## config.mk

```make
export PLATFORM = sky130hd
export DESIGN_NAME = huffman_code_builder_top
export DESIGN_NICKNAME = d
export VERILOG_FILES = /design/src/hcb_pkg.sv /design/src/hcb_front.sv /design/src/hcb_core.sv /design/src/huffman_code_builder_top.sv
export SDC_FILE = /design/constraint.sdc
export NUM_CORES = 2
export LEC_CHECK = 0
export ABC_AREA = 1
export BUFFER_PORTS_ARGS = -buffer_cell sky130_fd_sc_hd__buf_4
export CAP_MARGIN = 20
export CORE_AREA = 2 2 460 462
export CTS_CLUSTER_SIZE = 24
export DETAILED_ROUTE_END_ITERATION = 10
export DIE_AREA = 0 0 462 464
export PLACE_DENSITY_LB_ADDON = 0.08
export SETUP_SLACK_MARGIN = 0.1
export SYNTH_ARGS = -nofsm -noshare
export SYNTH_HDL_FRONTEND = slang
export SYNTH_SLANG_ARGS = --single-unit
```

## constraint.sdc

```tcl
create_clock -name clk_i -period 5.8 [get_ports clk_i]
set_clock_uncertainty 0.15 [all_clocks]
set_input_delay 1.16 -clock clk_i [delete_from_list [all_inputs] [get_ports clk_i]]
set_output_delay 1.16 -clock clk_i [all_outputs]
set_load 0.005 [all_outputs]
```

## src/hcb_pkg.sv

```systemverilog
// Shared types and constants for the Huffman code builder.
package hcb_pkg;

  localparam int unsigned SymbolsDefault = 16;
  localparam int unsigned WeightW  = 20;
  localparam int unsigned TotalW   = 24;
  localparam logic [19:0] WeightMax = 20'hFFFFF;
  localparam logic [23:0] TotalMax  = 24'hFFFFFF;

  typedef struct packed {
    logic [7:0]  symbol;
    logic [15:0] weight;
    logic        final_leaf;
  } in_item_t;

  typedef struct packed {
    logic [7:0]  leaf_symbol;
    logic [14:0] code_bits;
    logic [3:0]  code_length;
    logic [23:0] weighted_total;
    logic [19:0] root_weight;
    logic        overflow;
    logic        end_of_codes;
  } out_item_t;

endpackage

```

## src/hcb_front.sv

```systemverilog
// Input stage: holds accepted leaf requests in a short queue for the core.
module hcb_front (
  input  logic              clk_i,
  input  logic              rst_ni,
  input  hcb_pkg::in_item_t in_data_i,
  input  logic              in_push_i,
  output logic              in_full_o,
  output hcb_pkg::in_item_t req_data_o,
  output logic              req_valid_o,
  input  logic              req_take_i
);

  localparam int unsigned Depth = 2;

  hcb_pkg::in_item_t mem_q [Depth];
  logic       wr_ptr_q, rd_ptr_q;
  logic [1:0] cnt_q;
  logic       do_push, do_pop;

  assign in_full_o   = (cnt_q == 2'(Depth));
  assign req_valid_o = (cnt_q != 2'd0);
  assign req_data_o  = mem_q[rd_ptr_q];
  assign do_push     = in_push_i && !in_full_o;
  assign do_pop      = req_take_i && req_valid_o;

  always_ff @(posedge clk_i) begin
    if (do_push) begin
      mem_q[wr_ptr_q] <= in_data_i;
    end
  end

  always_ff @(posedge clk_i or negedge rst_ni) begin
    if (!rst_ni) begin
      wr_ptr_q <= 1'b0;
      rd_ptr_q <= 1'b0;
      cnt_q    <= 2'd0;
    end else begin
      if (do_push) wr_ptr_q <= ~wr_ptr_q;
      if (do_pop)  rd_ptr_q <= ~rd_ptr_q;
      cnt_q <= cnt_q + 2'(do_push) - 2'(do_pop);
    end
  end

endmodule

```

## src/hcb_core.sv

```systemverilog
// Back end: ordered queue, tree merge and depth-first code walk.
module hcb_core #(
  parameter int unsigned Symbols = hcb_pkg::SymbolsDefault
) (
  input  logic               clk_i,
  input  logic               rst_ni,
  input  hcb_pkg::in_item_t  req_data_i,
  input  logic               req_valid_i,
  output logic               req_take_o,
  output hcb_pkg::out_item_t out_data_o,
  output logic               out_empty_o,
  input  logic               out_pop_i
);

  localparam int unsigned Nodes = 2 * Symbols - 1;
  localparam int unsigned NW    = $clog2(Nodes + 1);
  localparam int unsigned SW    = $clog2(Symbols + 1);
  localparam int unsigned SpW   = $clog2(Nodes + 2);
  localparam int unsigned StkW  = $clog2(Nodes + 1);

  typedef enum logic [3:0] {
    S_IDLE, S_INS_RD, S_INS_CMP, S_TAKE_A, S_TAKE_B, S_MERGE,
    S_ROOT, S_POP, S_NODE, S_EMIT, S_WAIT
  } state_e;

  state_e state_q;

  logic [7:0]         sym_mem   [Symbols];
  logic [19:0]        wt_mem    [Nodes];
  logic [NW-1:0]      lc_mem    [Nodes];
  logic [NW-1:0]      rc_mem    [Nodes];
  logic [NW-1:0]      oq_mem    [Nodes];
  logic [NW-1:0]      stk_node  [Nodes + 1];
  logic [3:0]         stk_dep   [Nodes + 1];
  logic [14:0]        stk_code  [Nodes + 1];

  logic [NW-1:0]  head_q, tail_q, pos_q, next_q, ins_node_q, a_q, cur_q;
  logic [19:0]    ins_w_q, a_w_q, root_q;
  logic [SW-1:0]  leaf_cnt_q, n_q, count_q;
  logic           dropped_q, fin_q, build_q;
  logic [SpW-1:0] sp_q;
  logic [3:0]     dep_q;
  logic [14:0]    code_q;
  logic [23:0]    total_q;
  logic [20:0]    sum;
  logic [24:0]    tsum;
  logic [NW-1:0]  prev_node;
  logic [StkW-1:0] stk_top, stk_r, stk_l;
  logic           emit;

  hcb_pkg::out_item_t out_q;
  logic               out_v_q;

  assign out_data_o  = out_q;
  assign out_empty_o = !out_v_q;
  assign req_take_o  = (state_q == S_IDLE) && req_valid_i;
  assign prev_node   = oq_mem[pos_q - NW'(1)];
  assign sum         = {1'b0, a_w_q} + {1'b0, wt_mem[oq_mem[head_q]]};
  assign tsum        = {1'b0, total_q} +
                       25'({1'b0, wt_mem[cur_q]} * 21'(dep_q));
  assign stk_top     = StkW'(sp_q - SpW'(1));
  assign stk_r       = StkW'(sp_q);
  assign stk_l       = StkW'(sp_q + SpW'(1));
  assign emit        = (state_q == S_NODE) && (32'(cur_q) < 32'(n_q)) &&
                       (!out_v_q || out_pop_i);

  always_ff @(posedge clk_i or negedge rst_ni) begin
    if (!rst_ni) begin
      state_q    <= S_IDLE;
      head_q     <= '0;
      tail_q     <= '0;
      leaf_cnt_q <= '0;
      dropped_q  <= 1'b0;
      out_v_q    <= 1'b0;
      fin_q      <= 1'b0;
      build_q    <= 1'b0;
    end else begin
      case (state_q)
        S_IDLE: begin
          if (req_valid_i) begin
            fin_q <= req_data_i.final_leaf;
            if (32'(leaf_cnt_q) < Symbols) begin
              sym_mem[leaf_cnt_q[$clog2(Symbols)-1:0]] <= req_data_i.symbol;
              wt_mem[NW'(leaf_cnt_q)] <= {4'd0, req_data_i.weight};
              ins_node_q <= NW'(leaf_cnt_q);
              ins_w_q    <= {4'd0, req_data_i.weight};
              pos_q      <= tail_q;
              leaf_cnt_q <= leaf_cnt_q + SW'(1);
              build_q    <= 1'b0;
              state_q    <= S_INS_CMP;
            end else begin
              dropped_q <= 1'b1;
              if (req_data_i.final_leaf) begin
                n_q <= leaf_cnt_q; next_q <= NW'(leaf_cnt_q);
                state_q <= S_TAKE_A;
              end
            end
          end
        end
        S_INS_CMP: begin
          // stable insertion: shift heavier entries back one slot
          if (pos_q > head_q && wt_mem[prev_node] > ins_w_q) begin
            oq_mem[pos_q] <= prev_node;
            pos_q <= pos_q - NW'(1);
          end else begin
            oq_mem[pos_q] <= ins_node_q;
            tail_q <= tail_q + NW'(1);
            if (build_q) begin
              next_q  <= next_q + NW'(1);
              state_q <= S_TAKE_A;
            end else if (fin_q) begin
              n_q <= leaf_cnt_q; next_q <= NW'(leaf_cnt_q);
              state_q <= S_TAKE_A;
            end else begin
              state_q <= S_IDLE;
            end
          end
        end
        S_TAKE_A: begin
          if (32'(next_q) < Nodes &&
              32'(next_q - NW'(n_q)) + 1 < 32'(n_q)) begin
            a_q    <= oq_mem[head_q];
            a_w_q  <= wt_mem[oq_mem[head_q]];
            head_q <= head_q + NW'(1);
            state_q <= S_TAKE_B;
          end else begin
            state_q <= S_ROOT;
          end
        end
        S_TAKE_B: begin
          wt_mem[next_q] <= sum[20] ? hcb_pkg::WeightMax : sum[19:0];
          lc_mem[next_q] <= a_q;
          rc_mem[next_q] <= oq_mem[head_q];
          ins_w_q    <= sum[20] ? hcb_pkg::WeightMax : sum[19:0];
          ins_node_q <= next_q;
          head_q     <= head_q + NW'(1);
          pos_q      <= tail_q;
          build_q    <= 1'b1;
          state_q    <= S_INS_CMP;
        end
        S_ROOT: begin
          stk_node[0] <= oq_mem[head_q];
          stk_dep[0]  <= 4'd0;
          stk_code[0] <= 15'd0;
          root_q      <= wt_mem[oq_mem[head_q]];
          sp_q        <= SpW'(1);
          total_q     <= '0;
          count_q     <= '0;
          state_q     <= S_POP;
        end
        S_POP: begin
          if (sp_q != '0 && 32'(count_q) < Symbols) begin
            cur_q  <= stk_node[stk_top];
            dep_q  <= stk_dep[stk_top];
            code_q <= stk_code[stk_top];
            sp_q   <= sp_q - SpW'(1);
            state_q <= S_NODE;
          end else begin
            head_q <= '0; tail_q <= '0; leaf_cnt_q <= '0; dropped_q <= 1'b0;
            state_q <= S_IDLE;
          end
        end
        S_NODE: begin
          if (32'(cur_q) < 32'(n_q)) begin
            if (emit) begin
              out_q.leaf_symbol    <= sym_mem[cur_q[$clog2(Symbols)-1:0]];
              out_q.code_bits      <= code_q;
              out_q.code_length    <= dep_q;
              out_q.weighted_total <= (tsum > 25'(hcb_pkg::TotalMax)) ?
                                      hcb_pkg::TotalMax : tsum[23:0];
              total_q <= (tsum > 25'(hcb_pkg::TotalMax)) ?
                         hcb_pkg::TotalMax : tsum[23:0];
              out_q.root_weight    <= root_q;
              out_q.overflow       <= dropped_q;
              out_q.end_of_codes   <= (sp_q == '0) ||
                                      (32'(count_q) + 1 >= Symbols);
              count_q <= count_q + SW'(1);
              state_q <= S_POP;
            end
          end else begin
            stk_node[stk_r] <= rc_mem[cur_q];
            stk_dep[stk_r]  <= (dep_q == 4'd15) ? 4'd15 : dep_q + 4'd1;
            stk_code[stk_r] <= {code_q[13:0], 1'b1};
            stk_node[stk_l] <= lc_mem[cur_q];
            stk_dep[stk_l]  <= (dep_q == 4'd15) ? 4'd15 : dep_q + 4'd1;
            stk_code[stk_l] <= {code_q[13:0], 1'b0};
            sp_q    <= sp_q + SpW'(2);
            state_q <= S_POP;
          end
        end
        default: state_q <= S_IDLE;
      endcase
      if (emit) out_v_q <= 1'b1;
      else if (out_pop_i && out_v_q) out_v_q <= 1'b0;
    end
  end

endmodule

```

## src/huffman_code_builder_top.sv

```systemverilog
// A leaf passes through the input queue into the core, which inserts it in weight order.
// The final leaf starts a build of up to SYMBOLS-1 merges, each ending in an
// ordered-queue insertion that moves one slot per cycle.
// Code output walks the tree, one result per leaf; a held result stalls.
// Reset (async, low) empties the queues; stores need no clearing.
module huffman_code_builder_top #(
  parameter int unsigned SYMBOLS = hcb_pkg::SymbolsDefault
) (
  input  logic               clk_i,
  input  logic               rst_ni,
  input  hcb_pkg::in_item_t  in_data_i,
  input  logic               push,
  output logic               full,
  output hcb_pkg::out_item_t out_data_o,
  output logic               empty,
  input  logic               pop
);

  hcb_pkg::in_item_t req_data;
  logic              req_valid, req_take;

  hcb_front u_front (
    .clk_i, .rst_ni, .in_data_i, .in_push_i(push), .in_full_o(full),
    .req_data_o(req_data), .req_valid_o(req_valid), .req_take_i(req_take)
  );

  hcb_core #(.Symbols(SYMBOLS)) u_core (
    .clk_i, .rst_ni, .req_data_i(req_data), .req_valid_i(req_valid),
    .req_take_o(req_take), .out_data_o, .out_empty_o(empty), .out_pop_i(pop)
  );

endmodule

```

## Word level (Yosys, flattened, before mapping)

Memory sizes are Yosys's and may differ from the RTL's. A register that Yosys moved wholly into a read port is not among the register bits.
Cells that the tools add are included.

| word-level totals | value |
|---|---|
| register bits after elaboration | 212 |
| memory bits (writable) | 2,031 |
| bits of input ports | 29 |
| output and inout port bits | 75 |
| logic and storage cells | 237 |
| memories kept | 9 |

| operators by class | value |
|---|---|
| add/sub/neg operators | 17 |
| multipliers | 1 |
| $lt $le $gt $ge | 9 |
| equal/unequal tests | 25 |
| muxes and demuxes | 92 |
| bitwise logic cells | 3 |
| reductions and logical operators | 53 |

Memories:

| name | words | bits a word | rd ports | clocked after memory_dff | wr ports | RTL line | RTL |
|---|---|---|---|---|---|---|---|
| u_core.wt_mem | 31 | 20 | 3 | 0 | 1 | hcb_core.sv:29 | `logic [19:0] wt_mem [Nodes];` |
| u_core.stk_code | 32 | 15 | 1 | 1 | 2 | hcb_core.sv:35 | `logic [14:0] stk_code [Nodes + 1];` |
| u_core.stk_node | 32 | 5 | 1 | 1 | 2 | hcb_core.sv:33 | `logic [NW-1:0] stk_node [Nodes + 1];` |
| u_core.lc_mem | 31 | 5 | 1 | 0 | 1 | hcb_core.sv:30 | `logic [NW-1:0] lc_mem [Nodes];` |
| u_core.oq_mem | 31 | 5 | 2 | 0 | 1 | hcb_core.sv:32 | `logic [NW-1:0] oq_mem [Nodes];` |
| u_core.rc_mem | 31 | 5 | 1 | 0 | 1 | hcb_core.sv:31 | `logic [NW-1:0] rc_mem [Nodes];` |
| +3 memories | n/a | n/a | n/a | n/a | n/a | n/a |  |

Operators with widths:

| cell | number |
|---|---|
| $mux W5 | 26 |
| $mux W20 | 4 |
| $mux W24 | 3 |
| $pmux W5 S2 | 6 |
| $pmux W24 S2 | 1 |
| $mux W4 | 10 |
| $pmux W20 S2 | 1 |
| $add A32 B1 Y32 const B | 1 |
| $ge A32 B5 Y1 const B | 1 |
| $lt A32 B5 Y1 | 1 |
| $add A5 B1 Y5 const B | 6 |
| $mux W1 | 30 |
| $pmux W5 S3 | 2 |
| $pmux W4 S7 | 1 |
| $reduce_and A4 Y1 | 7 |
| $add A24 B24 Y25 | 1 |
| $gt A25 B24 Y1 const B | 1 |
| $mul A20 B4 Y24 | 1 |
| $add A20 B20 Y21 | 1 |
| $gt A20 B20 Y1 | 1 |
| $reduce_or A20 Y1 | 1 |
| $pmux W6 S3 | 1 |
| $logic_and A1 B1 Y1 | 15 |
| $lt A5 B5 Y1 const B | 3 |
| 39 further kinds | 75 |

## Logic depth before layout (Yosys ltp)

An unclocked memory read counts as a cell.

| depth | value |
|---|---|
| depth after elaboration | 10 |
| mapped depth | 35 |
| gate-level depth less buffers | 31 |

## By module

A second synthesis with hierarchy kept.

| second synthesis, totals | value |
|---|---|
| cell total of the unflattened synthesis | 11,949 |
| area total of the unflattened synthesis | 114,095.7 sq um |

Modules (own cells, without submodules):

| module | times used | cells each | area an instance (sq um) | seq. area each (sq um) |
|---|---|---|---|---|
| hcb_core | 1 | 11,786 | 112,006.2 | 66,258.5 |
| hcb_front | 1 | 163 | 2,089.5 | 1,601.5 |

## Worst setup path after synthesis

Ideal clock, no wire load.

| timing path | value |
|---|---|
| path type | reg-to-reg |
| start | reg u_core.pos_q[0] |
| end | mem u_core.oq_mem[0][0] in the netlist's numbering, data pin |
| data arrival time | 5.455 ns |
| data required time | 5.204 ns |
| slack | -0.251 ns |
| cell stages (with the launch flop) | 31 |
| buffers on the path | 6 |
| cells stage by stage | edfxtp_1 -> inv_2 -> buf_4 -> clkbuf_1 -> ha_1 -> buf_2 -> buf_2 -> buf_2 -> a31oi_1 -> o21ai_0 -> nand3_1 -> nand2_1 -> nand2_1 -> o21ai_2 -> inv_1 -> clkbuf_1 -> nand3_1 -> nand3_1 -> nand2_1 -> ha_1 -> nand2_1 -> inv_1 -> nand3_1 -> nor2_1 -> nor4b_1 -> nand2_1 -> nand3_1 -> nand2_1 -> nand2_1 -> nor2_1 -> o21ai_0 |

| between the ends | value |
|---|---|
| cells in the longest elaborated chain, start to end | 10 |

RTL lines:

| item | RTL line | RTL |
|---|---|---|
| start, declared | hcb_core.sv:37 | `logic [NW-1:0] head_q, tail_q, pos_q, next_q, ins_node_q, a_q, cur_q;` |
| start signal, assigned | hcb_core.sv:87 | `pos_q <= tail_q;` |
| start signal, assigned | hcb_core.sv:104 | `pos_q <= pos_q - NW'(1);` |
| start signal, assigned | hcb_core.sv:137 | `pos_q <= tail_q;` |
| $sub A5 B1 Y5 | hcb_core.sv:57 | `assign prev_node = oq_mem[pos_q - NW'(1)];` |
| $mem_v2 Z31 W5 | n/a |  |
| $mem_v2 Z31 W20 | n/a |  |
| $gt A20 B20 Y1 | hcb_core.sv:102 | `if (pos_q > head_q && wt_mem[prev_node] > ins_w_q) begin` |
| $logic_and A1 B1 Y1 | hcb_core.sv:102 |  |
| $mux W1 | hcb_core.sv:102 |  |
| $mux W1 | hcb_core.sv:78 | `case (state_q)` |
| $logic_and A1 B1 Y1 (not written as such) | hcb_core.sv:106 | `oq_mem[pos_q] <= ins_node_q;` |
| $mux W1 (not written as such) | hcb_core.sv:106 |  |
| $mux W5 (no source line) * | n/a |  |
| end, declared | hcb_core.sv:32 |  |

Every way passes the cells marked *; elsewhere a longest branch is shown, timed or not.

## Worst setup path after layout

| timing path | value |
|---|---|
| start | reg u_core.cur_q[0] (read register of u_core.stk_node) |
| end | reg u_core.total_q[8], data pin |

| between the ends | value |
|---|---|
| cells in the longest elaborated chain, start to end | 8 |

RTL lines:

| item | RTL line | RTL |
|---|---|---|
| start, declared | hcb_core.sv:37 |  |
| $mem_v2 Z31 W20 * | n/a |  |
| $mul A20 B4 Y24 * | hcb_core.sv:60 | `25'({1'b0, wt_mem[cur_q]} * 21'(dep_q));` |
| $add A24 B24 Y25 * | hcb_core.sv:59 | `assign tsum = {1'b0, total_q} +` |
| $gt A25 B24 Y1 | hcb_core.sv:171 | `total_q <= (tsum > 25'(hcb_pkg::TotalMax)) ?` |
| $mux W24 * | hcb_core.sv:171 |  |
| $mux W24 * | hcb_core.sv:165 | `if (emit) begin` |
| $mux W24 * | hcb_core.sv:164 | `if (32'(cur_q) < 32'(n_q)) begin` |
| $pmux W24 S2 * | hcb_core.sv:78 |  |
| end signal, assigned | hcb_core.sv:171 |  |
| end, declared | hcb_core.sv:44 | `logic [23:0] total_q;` |

Every way passes the cells marked *; elsewhere a longest branch is shown, timed or not. The select of a mux whose other input is x is not followed.
A chain may end at the register's enable or synchronous reset.

==> impl_metrics.env <==
export IMPL_cts_buffers_inserted=237
export IMPL_worst_slew_margin_relative_to_its_limit_pct=14.0
export IMPL_tightestPinTransition_ns=1.29
export IMPL_power_total_uw=91900
export IMPL_critical_path_slowest_cell="fa_1"
export IMPL_clk_insertion_delay_late_ns=0.91
export IMPL_die_h_um=464
export IMPL_yosysSeqAreaShare_pct=59.3
export IMPL_post_route_cells_drive_above_1_share_pct=14.8
export IMPL_nFillCells=16800
export IMPL_die_x_um=462
export IMPL_postSynth_topFlopCell="edfxtp_1"
export IMPL_num_vias=98700
export IMPL_clkPwrFrac_pct=16.7
export IMPL_number_of_antenna_violations_at_the_first_check_in_global_routing=6
export IMPL_routed_wire_length_per_instance_um=27.6
export IMPL_critical_path_required_ns=6.28
export IMPL_tritoncts="yes"
export IMPL_final_common_cell="edfxtp_1"
export IMPL_cts_root_to_sink_buffers=3
export IMPL_yosys_area_share_xor_xnor_pct=0.467
export IMPL_grt_start_max_net_pins=202
export IMPL_globalplace_congestion=0.976
export IMPL_post_route_drc_count=0
export IMPL_cap_viol_max_count=0
export IMPL_numClockSinks=2275
export IMPL_drt_total_wl_um=423000
export IMPL_critical_path_peak_fanout=7
export IMPL_synth_enable_flop_cells=2216
export IMPL_grt_pass1_wl_um=611000
export IMPL_post_synth_cell_area_avg_um2=9.58
export IMPL_cts_root_buf="clkbuf_16"
export IMPL_p_sw_share_pct=46.6
export IMPL_seq_power_share_pct=23.4
export IMPL_finalHoldViolations=0
export IMPL_crit_type="reg2reg"
export IMPL_p_int_uw=49000
export IMPL_detail_route_wirelength_met1_um=155000
export IMPL_route_antenna_remaining_nets=0
export IMPL_met2RoutedLength_um=188000
export IMPL_end_kind="flip-flop"
export IMPL_port_bufs=103
export IMPL_cp_arrival_ns=6.19
export IMPL_detailedRoute_firstIterationViolations=15700
export IMPL_placeableCoreArea_um2=209000
export IMPL_synthMuxAreaShare_pct=0.0787
export IMPL_area_fraction_in_and_or_nand_and_nor_cells_after_synthesis_pct=21.2
export IMPL_max_freq_ghz=0.175
export IMPL_cp_startpoint="u_core.cur_q[0]"
export IMPL_min_period_ns=5.71
export IMPL_yosysWarningCount=0
export IMPL_share_comb_of_total_power_pct=59.9
export IMPL_route_met3_wl_um=47600
export IMPL_reg2reg_slack_ns=0.09
export IMPL_syn_nets=12200
export IMPL_synth_top_family_by_area="simple AND/OR/NAND/NOR gates"
export IMPL_peakVddDrop_uv=715
export IMPL_syn_cell_area_um2=114000
export IMPL_overflow=0
export IMPL_clk_pin_slew_ns=0.06
export IMPL_post_route_period_util_pct=98.5
export IMPL_maxUsedRoutingLayer="met5"
export IMPL_worst_r2r_endpoint="u_core.total_q[8]"
export IMPL_nets=12500
export IMPL_tightest_hold_check_type="in2async"
export IMPL_drt_first_pass_iters=9
export IMPL_htree_levels=4
export IMPL_report_final_slew_viol_count=0
export IMPL_initial_utilization_pct=54.7
export IMPL_syn_instance_count=12000
export IMPL_cell_count_of_the_worst_reg_to_reg_path=33
export IMPL_post_synth_adder_cell_area_pct=2.42
export IMPL_cpPeakStageDelay_ns=0.51
export IMPL_std_cell_rows=168
export IMPL_grt_setup_unrepaired="yes"
export IMPL_worstSetupStartpointType="flip-flop"
export IMPL_r2r_start="u_core.cur_q[0]"
export IMPL_final_setup_fails=0
export IMPL_static_leakage_power_uw=0.0477
export IMPL_postCtsHoldBufs=0
export IMPL_highest_count_cells_in_the_layout_ignoring_fill_and_taps="2,216 x edfxtp_1, 1,974 x nand2_1, 1,907 x nand3_1"
export IMPL_grt_total_usage_pct=38.2
export IMPL_avgViaCountPerCell=6.45
export IMPL_synth_ff_latch_count=2275
export IMPL_fp_dieArea_um2=214000
export IMPL_endpoint="u_core.total_q[8]"
export IMPL_synth_async_reset_ratio_pct=1.19
export IMPL_netSwitchingPower_uw=42900
export IMPL_synthesized_area_fraction_occupied_by_ao_oa_aoi_and_oai_cells_pct=11.3
export IMPL_dp_final_hpwl_um=269000
export IMPL_io_pins=104
export IMPL_outcome="finished clean"
export IMPL_cellPowerDensity_nw_per_um2=682
export IMPL_netlist_cell_type_count=59
export IMPL_finalSetupTns_ns=0
export IMPL_synthToLayoutAreaGrowth_pct=17.7
export IMPL_first_global_vias=93300
==> synth_stat cells (5+ instances only) <==
master	number	area, µm²
nand4_1	21	131
o21ai_1	78	390
ha_1	127	1590
a21o_1	5	37.5
buf_2	389	1950
or2_2	18	113
edfxtp_1	2216	66500
nor4_1	6	37.5
xnor2_1	23	201
o21a_1	5	37.5
clkinv_1	19	71.3
o211ai_1	98	736
clkbuf_1	461	1730
o221ai_1	210	1840
buf_6	12	135
inv_2	35	131
o311ai_0	5	43.8
a21oi_1	420	2100
nor3_2	6	60.1
buf_4	28	210
nand2_1	2032	7630
dfrtp_1	27	676
dfxtp_1	32	641
nor2_2	7	43.8
nand3_2	5	50.1
nor3_1	23	115
fa_1	59	1180
xor2_1	33	289
inv_1	436	1640
a221o_1	15	150
o21ai_0	1105	5530
nor2_1	1682	6310
mux2i_1	9	90.1
o22ai_1	172	1080
nand2_2	6	37.5
a32o_1	7	70.1
buf_1	46	173
nand3_1	1932	9670
a31oi_1	100	626
==> worst max-delay path: cells and delay by family, from the launching register on <==
| kind | cells | cell delay [ns] |
|---|---|---|
| AND/OR/NAND/NOR | 11 | 0.88 |
| adder cells (fa/ha/maj) | 4 | 1.69 |
| buffers and inverters | 13 | 1.56 |
| AO/OA/AOI/OAI | 5 | 0.73 |
| flip-flops | 1 | 0.41 |
==> layout make-up <==
| type | instances | area, µm² | share of cell area (%) |
|---|---|---|---|
| antenna | 4 | 10.0 | 0.00743 |
| clock inverter | 146 | 1540 | 1.14 |
| multi-input combinational | 8252 | 42700 | 31.7 |
| tap | 2805 | 3510 | 2.60 |
| sequential | 2275 | 67900 | 50.4 |
| timing repair buffer | 1049 | 10900 | 8.11 |
| inverter | 491 | 1950 | 1.45 |
| timing repair inverter | 2 | 17.5 | 0.0130 |
| clock buffer | 297 | 6230 | 4.62 |
==> cell families (layout without fill, tap and decap cells) <==
| family | after synthesis | in the layout |
|---|---|---|
| AND/OR/NAND/NOR | 5748 | 5749 |
| flip-flops | 2275 | 2275 |
| AO/OA/AOI/OAI | 2250 | 2250 |
| buffers and inverters | 1427 | 1985 |
| adder cells (fa/ha/maj) | 186 | 186 |
| XOR/XNOR | 58 | 58 |
| multiplexers | 9 | 9 |
| other | 0 | 4 |
==> repair_timing <==
| action | CTS | global route |
|---|---|---|
| gates cloned | 7 | 23 |
| pin swaps | 23 | 79 |
| resized for setup | 98 | 382 |
| endpoints found under the setup margin | 304 | 853 |
| buffers inserted | 12 | 38 |
==> metal layers <==
| layer | vias to the layer above | track usage, % |
|---|---|---|
| li1 | 43100 | - |
| met2 | 6765 | 58.2 |
| met4 | 6 | 24.6 |
| met5 | - | 0 |
| met1 | 47400 | 49.8 |
| met3 | 1491 | 7.96 |
==> power groups by stage <==
| stage | combinational, µW | sequential [µW] | clock [µW] |
|---|---|---|---|
| after global placement | 50700 | 21800 | 0 |
| after floorplan | 26400 | 21800 | 0 |
| after global routing | 57800 | 21500 | 16100 |
| after CTS | 51700 | 21500 | 15500 |
| final | 55000 | 21500 | 15400 |
| after detailed placement | 51200 | 21800 | 0 |
==> worst min path at each step <==
stage	endpoint	start	slack, ns	cells after the start
finish	u_core.out_v_q	rst_ni	0.15	2
global route	u_core.out_v_q	rst_ni	0.19	2
CTS	u_core.out_v_q	rst_ni	0.11	2
detailed placement	u_core.out_data_o[11]	u_core.root_q[9]	0.26	0
global placement	u_core.out_data_o[16]	u_core.root_q[14]	0.26	0
floorplan	u_core.out_data_o[10]	u_core.root_q[8]	0.25	0
==> stage by stage <==
stage                     cell area (µm²)  setup slack (ns)  util, %  cells  hold slack [ns]
after floorplan                    114000            -0.251        -  12000            0.250
after global placement             124000            -0.383     59.1  14800            0.255
after detailed placement           124000            -0.453     59.1  14800            0.256
after CTS                          132000            0.0755     63.2  15200            0.114
after global routing               135000            -0.111     64.4  15300            0.187
final                              135000            0.0889     64.4  15300            0.154
==> sequential cells by signal, indices dropped and copies added (netlist names), 24 cells and up <==
name	cells
u_core.stk_code	480
u_core.stk_dep	128
u_core.lc_mem	155
u_core.sym_mem	128
u_core.oq_mem	155
u_core.rc_mem	155
u_core.out_data_o	73
u_core.stk_node	160
u_core.total_q	24
u_core.wt_mem	620
u_front.mem_q	50
(Power assumes the default switching activity.)
